===== config.mk =====
export PLATFORM = sky130hd
export DESIGN_NAME = max_heap_priority_queue
export DESIGN_NICKNAME = d
export VERILOG_FILES = /design/src/hdl/hpq_pkg.sv /design/src/hdl/max_heap_priority_queue.sv /design/src/hdl/hpq_mem.sv
export SDC_FILE = /design/constraint.sdc
export NUM_CORES = 2
export LEC_CHECK = 0
export BUFFER_PORTS_ARGS = -buffer_cell sky130_fd_sc_hd__buf_4
export CORE_MARGIN = 2
export CORE_UTILIZATION = 50
export CTS_BUF_LIST = sky130_fd_sc_hd__clkbuf_2 sky130_fd_sc_hd__clkbuf_4 sky130_fd_sc_hd__clkbuf_8
export DETAILED_ROUTE_END_ITERATION = 10
export HOLD_SLACK_MARGIN = 0.03
export PLACE_DENSITY_LB_ADDON = 0.25
export SETUP_SLACK_MARGIN = 0.05
export SLEW_MARGIN = 25
export SYNTH_ARGS = -nofsm -noshare
export SYNTH_HDL_FRONTEND = slang
export SYNTH_SLANG_ARGS = --single-unit

===== constraint.sdc =====
create_clock -name aclk -period 8.3 [get_ports aclk]
set_clock_uncertainty 0.15 [all_clocks]
set_input_delay 0.415 -clock aclk [delete_from_list [all_inputs] [get_ports aclk]]
set_output_delay 0.415 -clock aclk [all_outputs]
set_load 0.05 [all_outputs]

===== src/hdl/hpq_pkg.sv =====
// ----------------------------------------------------------------------------
// hpq_pkg
// Shared widths, item codes and status codes for the max-heap queue.
// ----------------------------------------------------------------------------
package hpq_pkg;

    localparam int VALUE_W     = 32;
    localparam int FILL_W      = 7;
    localparam int OUT_TDATA_W = ((VALUE_W + FILL_W + 7) / 8) * 8;

    localparam logic OP_INSERT = 1'b0;
    localparam logic OP_REMOVE = 1'b1;

    typedef enum logic [1:0] {
        ST_DONE  = 2'd0,
        ST_FULL  = 2'd1,
        ST_EMPTY = 2'd2
    } status_t;

endpackage


===== src/hdl/max_heap_priority_queue.sv =====
// ----------------------------------------------------------------------------
// max_heap_priority_queue
// Binary max-heap of signed values with insert and remove-max items.
// ----------------------------------------------------------------------------
//  channel   dir  tdata                          tuser
//  s_        in   value[31:0]                    opcode
//  m_        out  max_value[31:0], fill[38:32]   status[1:0]
//
//  Each item runs to its end before the next is accepted: an insert sifts
//  the value up from the new last slot; a remove takes the root and sifts
//  the last entry down from the root. An insert when full or a remove when
//  empty goes straight to the result with a FULL or EMPTY status.
//  Reset empties the heap at once; no clearing pass.
//  A result waiting on m_tready holds the next result in its last state.
// ----------------------------------------------------------------------------
module max_heap_priority_queue #(
    parameter int CAPACITY   = 64,
    parameter int DATA_WIDTH = 32
) (
    input  logic                           aclk,
    input  logic                           aresetn,
    input  logic                           s_tvalid,
    output logic                           s_tready,
    input  logic [hpq_pkg::VALUE_W-1:0]     s_tdata,   // value
    input  logic                           s_tuser,   // opcode
    output logic                           m_tvalid,
    input  logic                           m_tready,
    output logic [hpq_pkg::OUT_TDATA_W-1:0] m_tdata,   // max_value, fill_count
    output logic [1:0]                     m_tuser    // status
);

    localparam int AW = $clog2(CAPACITY);
    localparam int CW = $clog2(CAPACITY + 1);
    localparam int IW = AW + 2;

    typedef enum logic [2:0] {
        S_IDLE,
        S_UP_RD,
        S_UP_CMP,
        S_DEL_RD,
        S_DN_RD,
        S_DN_CMP,
        S_DONE
    } state_t;

    state_t                        state_reg, state_next;
    logic [AW-1:0]                 pos_reg, pos_next;
    logic signed [DATA_WIDTH-1:0]  val_reg, val_next;
    logic signed [DATA_WIDTH-1:0]  res_reg, res_next;
    logic [CW-1:0]                 cnt_reg, cnt_next;
    hpq_pkg::status_t              stat_reg, stat_next;
    logic                          rc_ok_reg, rc_ok_next;
    logic                          m_valid_reg, m_valid_next;
    logic [hpq_pkg::VALUE_W-1:0]   m_max_reg, m_max_next;
    logic [hpq_pkg::FILL_W-1:0]    m_fill_reg, m_fill_next;
    hpq_pkg::status_t              m_stat_reg, m_stat_next;

    logic                          wr_en;
    logic [AW-1:0]                 wr_addr;
    logic [DATA_WIDTH-1:0]         wr_data;
    logic [AW-1:0]                 rd0_addr, rd1_addr;
    logic [DATA_WIDTH-1:0]         rd0_data, rd1_data;

    logic                          s_fire;
    logic                          full;
    logic [IW-1:0]                 lc_idx, rc_idx, cnt_ext;
    logic [AW-1:0]                 parent_idx;
    logic signed [DATA_WIDTH-1:0]  in_val, lc_val, rc_val, child_val;
    logic                          pick_rc;

    hpq_mem #(
        .DEPTH(CAPACITY),
        .WIDTH(DATA_WIDTH)
    ) u_mem (
        .aclk    (aclk),
        .wr_en   (wr_en),
        .wr_addr (wr_addr),
        .wr_data (wr_data),
        .rd0_addr(rd0_addr),
        .rd0_data(rd0_data),
        .rd1_addr(rd1_addr),
        .rd1_data(rd1_data)
    );

    assign s_tready = (state_reg == S_IDLE);
    assign s_fire   = s_tvalid && s_tready;
    assign full     = (cnt_reg == CW'(CAPACITY));
    assign in_val   = DATA_WIDTH'($signed(s_tdata));

    assign cnt_ext    = IW'(cnt_reg);
    assign lc_idx     = IW'({pos_reg, 1'b1});
    assign rc_idx     = lc_idx + IW'(1);
    assign parent_idx = AW'((pos_reg - AW'(1)) >> 1);

    assign lc_val    = $signed(rd0_data);
    assign rc_val    = $signed(rd1_data);
    assign pick_rc   = rc_ok_reg && (rc_val > lc_val);
    assign child_val = pick_rc ? rc_val : lc_val;

    always_comb begin
        state_next   = state_reg;
        pos_next     = pos_reg;
        val_next     = val_reg;
        res_next     = res_reg;
        cnt_next     = cnt_reg;
        stat_next    = stat_reg;
        rc_ok_next   = rc_ok_reg;
        m_valid_next = m_valid_reg && !m_tready;
        m_max_next   = m_max_reg;
        m_fill_next  = m_fill_reg;
        m_stat_next  = m_stat_reg;
        wr_en        = 1'b0;
        wr_addr      = pos_reg;
        wr_data      = val_reg;
        rd0_addr     = '0;
        rd1_addr     = '0;

        unique case (state_reg)
            S_IDLE: begin
                rd0_addr = '0;
                rd1_addr = (cnt_reg == '0) ? '0 : AW'(cnt_reg - CW'(1));
                if (s_fire) begin
                    res_next  = '0;
                    stat_next = hpq_pkg::ST_DONE;
                    if (s_tuser == hpq_pkg::OP_INSERT) begin
                        if (full) begin
                            stat_next  = hpq_pkg::ST_FULL;
                            state_next = S_DONE;
                        end else begin
                            val_next   = in_val;
                            pos_next   = AW'(cnt_reg);
                            cnt_next   = cnt_reg + CW'(1);
                            state_next = S_UP_RD;
                        end
                    end else begin
                        if (cnt_reg == '0) begin
                            stat_next  = hpq_pkg::ST_EMPTY;
                            state_next = S_DONE;
                        end else begin
                            cnt_next   = cnt_reg - CW'(1);
                            state_next = S_DEL_RD;
                        end
                    end
                end
            end
            S_UP_RD: begin
                rd0_addr = parent_idx;
                if (pos_reg == '0) begin
                    wr_en      = 1'b1;
                    state_next = S_DONE;
                end else begin
                    state_next = S_UP_CMP;
                end
            end
            S_UP_CMP: begin
                // parent data is in rd0_data
                if (lc_val < val_reg) begin
                    wr_en      = 1'b1;
                    wr_data    = rd0_data;
                    pos_next   = parent_idx;
                    state_next = S_UP_RD;
                end else begin
                    wr_en      = 1'b1;
                    state_next = S_DONE;
                end
            end
            S_DEL_RD: begin
                res_next = lc_val;
                val_next = rc_val;
                pos_next = '0;
                if (cnt_reg == '0) begin
                    state_next = S_DONE;
                end else begin
                    state_next = S_DN_RD;
                end
            end
            S_DN_RD: begin
                rd0_addr   = AW'(lc_idx);
                rd1_addr   = (rc_idx < cnt_ext) ? AW'(rc_idx) : AW'(lc_idx);
                rc_ok_next = (rc_idx < cnt_ext);
                if (lc_idx < cnt_ext) begin
                    state_next = S_DN_CMP;
                end else begin
                    wr_en      = 1'b1;
                    state_next = S_DONE;
                end
            end
            S_DN_CMP: begin
                if (child_val > val_reg) begin
                    wr_en      = 1'b1;
                    wr_data    = child_val;
                    pos_next   = pick_rc ? AW'(rc_idx) : AW'(lc_idx);
                    state_next = S_DN_RD;
                end else begin
                    wr_en      = 1'b1;
                    state_next = S_DONE;
                end
            end
            S_DONE: begin
                if (!m_valid_reg || m_tready) begin
                    m_valid_next = 1'b1;
                    m_max_next   = hpq_pkg::VALUE_W'(res_reg);
                    m_fill_next  = hpq_pkg::FILL_W'(cnt_reg);
                    m_stat_next  = stat_reg;
                    state_next   = S_IDLE;
                end
            end
            default: begin
                state_next = S_IDLE;
            end
        endcase
    end

    always_ff @(posedge aclk) begin
        if (!aresetn) begin
            state_reg   <= S_IDLE;
            cnt_reg     <= '0;
            m_valid_reg <= 1'b0;
        end else begin
            state_reg   <= state_next;
            cnt_reg     <= cnt_next;
            m_valid_reg <= m_valid_next;
        end
        pos_reg    <= pos_next;
        val_reg    <= val_next;
        res_reg    <= res_next;
        stat_reg   <= stat_next;
        rc_ok_reg  <= rc_ok_next;
        m_max_reg  <= m_max_next;
        m_fill_reg <= m_fill_next;
        m_stat_reg <= m_stat_next;
    end

    assign m_tvalid = m_valid_reg;
    assign m_tdata  = hpq_pkg::OUT_TDATA_W'({m_fill_reg, m_max_reg});
    assign m_tuser  = m_stat_reg;

endmodule


===== src/hdl/hpq_mem.sv =====
// ----------------------------------------------------------------------------
// hpq_mem
// Heap store: one write port, two read ports, registered read data.
// ----------------------------------------------------------------------------
module hpq_mem #(
    parameter int DEPTH = 64,
    parameter int WIDTH = 32
) (
    input  logic                     aclk,
    input  logic                     wr_en,
    input  logic [$clog2(DEPTH)-1:0] wr_addr,
    input  logic [WIDTH-1:0]         wr_data,
    input  logic [$clog2(DEPTH)-1:0] rd0_addr,
    output logic [WIDTH-1:0]         rd0_data,
    input  logic [$clog2(DEPTH)-1:0] rd1_addr,
    output logic [WIDTH-1:0]         rd1_data
);

    logic [WIDTH-1:0] mem [DEPTH];

    always_ff @(posedge aclk) begin
        if (wr_en) begin
            mem[wr_addr] <= wr_data;
        end
        rd0_data <= mem[rd0_addr];
        rd1_data <= mem[rd1_addr];
    end

endmodule

Yosys cells after proc, flatten, opt, wreduce, memory -nomap -nowiden
Memories as Yosys holds them, arrays and structs flattened. A register that Yosys moved wholly into a read port is not among the register bits.
Cells that the tools add are included.
- add/sub/neg operators: 4
- $lt $le $gt $ge: 5
- equal/unequal tests: 15
- muxes and demuxes: 45
- reduce and logical (&&, ||, !) cells: 19
- operators with widths (kind ; number):
    32-bit two-way mux ; 7
    32-bit one-hot mux with 2 select lines ; 3
    32-bit > comparator ; 2
    6-bit two-way mux ; 8
    32-bit < comparator ; 1
    6-bit one-hot mux with 2 select lines ; 2
    6-bit one-hot mux with 4 select lines ; 1
    3-bit two-way mux ; 7
    7-bit two-way mux ; 3
    3-bit one-hot mux with 7 select lines ; 1
    2-bit != test (second input constant) ; 7
    2-bit two-way mux ; 5
    3-bit == test (second input constant) ; 3
    7-bit by 1-bit adder with 8-bit output (second input constant) ; 1
    8-bit by 7-bit < comparator with 1-bit output ; 1
    2-bit AND reduction ; 4
    4-bit AND reduction ; 2
    7-bit by 1-bit adder with 7-bit output (second input constant) ; 1
    7-bit == test (second input constant) ; 1
    7-bit zero test ; 1
    7-bit < comparator ; 1
    1-bit two-way mux ; 7
    7-bit by 1-bit subtractor with 7-bit output (second input constant) ; 1
    3-bit by 2-bit == test with 1-bit output (second input constant) ; 2
    13 further kinds ; 16
- register bits: 125
- memory bits (writable): 2048
- bits of input ports: 37
- output and inout port bits: 44
- logic and storage cells: 100
- memories kept: 1
- memories (memory ; words ; bits a word ; rd ports ; clocked after Yosys merged registers in ; wr ports ; line ; RTL):
    u_mem.mem ; 64 ; 32 ; 2 ; 2 ; 1 ; hpq_mem.sv:19 ; logic [WIDTH-1:0] mem [DEPTH];

Depth between registers and ports, before layout
- depth after elaboration: 6
- gate-level depth with buffers: 23
- gate-level depth less buffers: 21

Cells and area by module
From an unflattened synthesis, not the netlist that was laid out.
- cells, all modules: 5349
- area total of the unflattened synthesis: 104657.9 µm²
- by module, submodules not included (module ; instances ; cells each ; area each (µm²) ; sequential area each (µm²)):
    hpq_mem ; 1 ; 4412 ; 95660.5 ; 62780.2
    max_heap_priority_queue ; 1 ; 937 ; 8997.4 ; 3643.5

Least setup slack after synthesis
No wires, ideal clock.
- path type: reg-to-reg
- start: register u_mem.rd0_data[13] (read register of u_mem.mem)
- end: memory u_mem.mem[0][12] (data pin)
- library setup time: 0.366 ns
- data arrival time: 5.814 ns
- required time: 7.784 ns
- path slack: 1.970 ns
- cell stages (with the launch flop): 22
- path buffers: 2
- period minus slack after synthesis: 6.330 ns
- cells stage by stage: dfxtp_1 -> inv_1 -> ha_1 -> a21o_1 -> a21o_1 -> a21oi_1 -> nand2_1 -> o311ai_1 -> o2111ai_1 -> nand4b_1 -> clkbuf_1 -> mux2_2 -> ha_1 -> nand4_1 -> or2_1 -> or4_1 -> or4_1 -> and3_1 -> o21a_1 -> clkbuf_1 -> nor3_1 -> a221o_1
- word-level cells in the longest chain between the ends: 6
- elaborated cells on any way between the ends: 8
- those cells by class: 3 x order compare; 4 x mux; 1 x reduce/logical
- RTL lines (element ; line ; RTL):
    from (decl) ; hpq_mem.sv:14 ; output logic [WIDTH-1:0] rd0_data,
    32-bit > comparator ; max_heap_priority_queue.sv:97 ; assign pick_rc = rc_ok_reg && (rc_val > lc_val);
    1-bit logical AND ; max_heap_priority_queue.sv:97 ;
    32-bit two-way mux ; max_heap_priority_queue.sv:98 ; assign child_val = pick_rc ? rc_val : lc_val;
    32-bit > comparator ; max_heap_priority_queue.sv:189 ; if (child_val > val_reg) begin
    32-bit two-way mux ; max_heap_priority_queue.sv:189 ;
    32-bit one-hot mux with 2 select lines * ; max_heap_priority_queue.sv:118 ; unique case (state_reg)
    via u_mem.wr_data[12] ; hpq_mem.sv:12 ; input logic [WIDTH-1:0] wr_data,
    to (decl) ; hpq_mem.sv:19 ;
The timed path passes the listed nets; every way through them passes the cells marked *.

Worst setup path in the final report
- start: register u_mem.rd0_data[28] (read register of u_mem.mem)
- end: memory u_mem.mem[58][31] (data pin)
The elaborated chain is that of the path after synthesis.

==> results.toml <==
[yosys]
synth_edf_count = 2162
avgSynthCellArea_um2 = 13.7
postSynthRegisterBits = 2237
synthArstFlopShare_pct = 0
synth_area_um2 = 108000
syn-num-nets = 8019
yosysUniqueCellTypes = 96
synth_cells = 7870
ys_warn_count = 0
seq_area_frac_synth_pct = 61.5
synth-main-ff-cell = "edfxtp_1"

[worst_setup_path]
crit_fanout = 64
critPathTopFamily = "simple AND/OR/NAND/NOR gates"
cp_num_buf_inv = 3
max_stage_delay_ns = 0.72
crit_path_start_kind = "flip-flop"
required_ns = 8.92
crit_arrival_ns = 8.31
crit_chain = "inv_1 > ha_1 > nand4_1 > nor4_1 > o311ai_1 > o2111ai_1 > nand4b_1 > mux2_2 > ha_1 > nand4_1 > or2_1 > or4_1 > a21oi_1 > o211ai_1 > nor3_2 > buf_4 > a221o_2 > buf_4"
critPathSlowestCell = "nor4_1"
critPathKind = "flip-flop to flip-flop"
cp-end-kind = "flip-flop"

[grt]
track_usage_pct = 36.5
grt_pass1_wl_um = 562000
grt_max_degree = 155
grt_overflow = 0
antenna_found_initial = 25
grt_pass1_vias = 75300

[cells_and_area]
final_area_um2 = 121000
final_nets = 8182
area_delta_synth_final_pct = 11.9
final_util_pct = 56.3
largest-register = "u_mem.mem"
layout_common_cells = "edfxtp_1 (2,162), nand2_1 (1,587), nand3_1 (562), mux4_2 (521), clkbuf_8 (383)"
largest_reg_flops = 2048
drive_gt1_share_pct = 21.0
mostFrequentLayoutCell = "edfxtp_1"

[clock_tree]
clock_latency_ns = 1.14
htreeDepth = 5
numCtsBuffers = 374
cts_sinks = 2237
cts_buffer_depth = 4
path_clk_slew_ns = 0.06
cts_resized = 0
clock_tree.root_cell = "clkbuf_8"
cts_tree = "yes"

[timing]
finalCritPeriodShare_pct = 92.7
max_freq_mhz = 130
final-setup-viol-count = 0
worst_slew_pin_slew_ns = 1.23
slew_viol_final = 0
period_needed_ns = 7.69
hold_viol_final = 0
slew-limit-headroom_pct = 18.3
grt_setup_unrepaired = "no"
setup-tns-final_ns = 0

[place]
io_buffers = 79
dpl_cell_area_um2 = 113000
gp_congestion = 0.984
dp_hpwl_um = 232000

[flow_run]
maxCapViolCount = 0

[power_and_ir_drop]
clockPowerShare_pct = 17.8
p_leak_nw = 40.5
seq_power_share_pct = 26.8
switching_share_pct = 47.6
vdd_drop_max_mv = 0.563
p_per_area_nw_per_um2 = 465
power.internal_mw = 29.4
power.switching_mw = 26.7
comb_power_share_pct = 55.4

[floorplan]
ios = 81
die_h_um = 469
core_um2 = 215000
die_w_um = 469
rows = 170
initial_core_util_pct = 50.3
dieArea_um2 = 220000

[detailed_routing]
drc = 0
drt-total-wl_um = 407000
vias_per_cell = 7.13
dr_total_vias = 79500
ant_nets = 0
firstDrtPassIters = 7
routedWlPerCell_um = 36.5
drtIter0Drc = 14000

[min_path]
min_path_type = "input pin to flip-flop"

[outcome]
outcome = "finished, final reports clean"
==> kinds of logic after synthesis <==
| kind of cell | share of synthesized area, % |
|---|---|
| xor gates and xnor gates | 0.122 |
| buffers and inverters | 3.08 |
| muxes | 14.6 |
| other | 0.00347 |
| AOI/OAI and AO/OA | 7.79 |
| DFF | 61.5 |
| adders and majority gates | 1.30 |
| and+or+nand+nor | 11.5 |
==> final timing paths <==
kind,endpoint,from,slack [ns],cells past startpoint
worst max-delay path,u_mem.mem[58][31],u_mem.rd0_data[28],0.61,18
worst min-delay path,val_reg[21],s_tdata[21],0.14,4
worst max register to register,u_mem.mem[58][31],u_mem.rd0_data[28],0.61,18
worst min register to register,m_max_reg[29],res_reg[29],0.26,0
==> per-layer routing <==
metal  wire length, um  share of wire (%)  GRT usage, %
met4             27200                6.7          21.5
met3             63000                 15          12.8
met2            171000                 42          51.4
met1            145000                 36          48.8
met5               424               0.10         0.411
==> tightest hold or removal path: cells and delay by family <==
kind / cells / cell delay (ns)
buffers and inverters: 2 / 0.64
AND/OR/NAND/NOR: 2 / 0.21
==> power by group through the flow <==
stage	Clock (mW)	Combinational, mW	Sequential [mW]
global route	10.5	31.9	15.1
detailed placement	0	29.6	15.2
finish	10.0	31.1	15.0
global placement	0	29.2	15.2
CTS	10.1	29.7	15.0
floorplan	0	18.6	15.1
==> metrics by stage <==
stage | worst slack (ns) | power [mW] | hold slack [ns] | std cells
detailed placement | 0.822 | 44.8 | 0.257 | 10400
global placement | 0.688 | 44.4 | 0.254 | 10400
finish | 0.609 | 56.1 | 0.138 | 11200
global route | 0.577 | 57.5 | 0.133 | 11200
CTS | 0.760 | 54.8 | 0.0490 | 11100
floorplan | 1.97 | 33.7 | 0.250 | 7870
==> area by class of cell <==
| cell class | count | area, um2 |
|---|---|---|
| Antenna cell | 11 | 27.5 |
| Timing Repair Buffer | 415 | 3920 |
| Sequential cell | 2237 | 66400 |
| Clock buffer | 473 | 5950 |
| Fill cell | 16900 | 93900 |
| Clock inverter | 181 | 1430 |
| Inverter | 94 | 355 |
| Tap cell | 2838 | 3550 |
| Multi-Input combinational cell | 4911 | 39100 |
==> cell usage after synthesis (all sizes together), types with 57 or more instances <==
cell	n	area, um2
o21ai	57	289
nand2	1593	5990
a211oi	212	1600
edfxtp	2162	64900
nand4	158	988
nand3	564	2840
mux2i	256	2560
o211ai	57	452
and2	140	876
a21oi	162	860
mux2	134	1510
a31oi	128	807
ha	112	1400
a311oi	99	867
inv	91	344
buf	312	1780
clkbuf	316	1190
a32oi	82	744
dfxtp	75	1500
nor3	107	551
nor2	82	313
mux4	521	11700
==> repair_timing <==
item | 4_1_cts | 5_1_grt
hold endpoints to repair | 85 | 0
buffers inserted | 0 | 0
hold buffers | 56 | 0
Power figures use the tool's default switching activity.
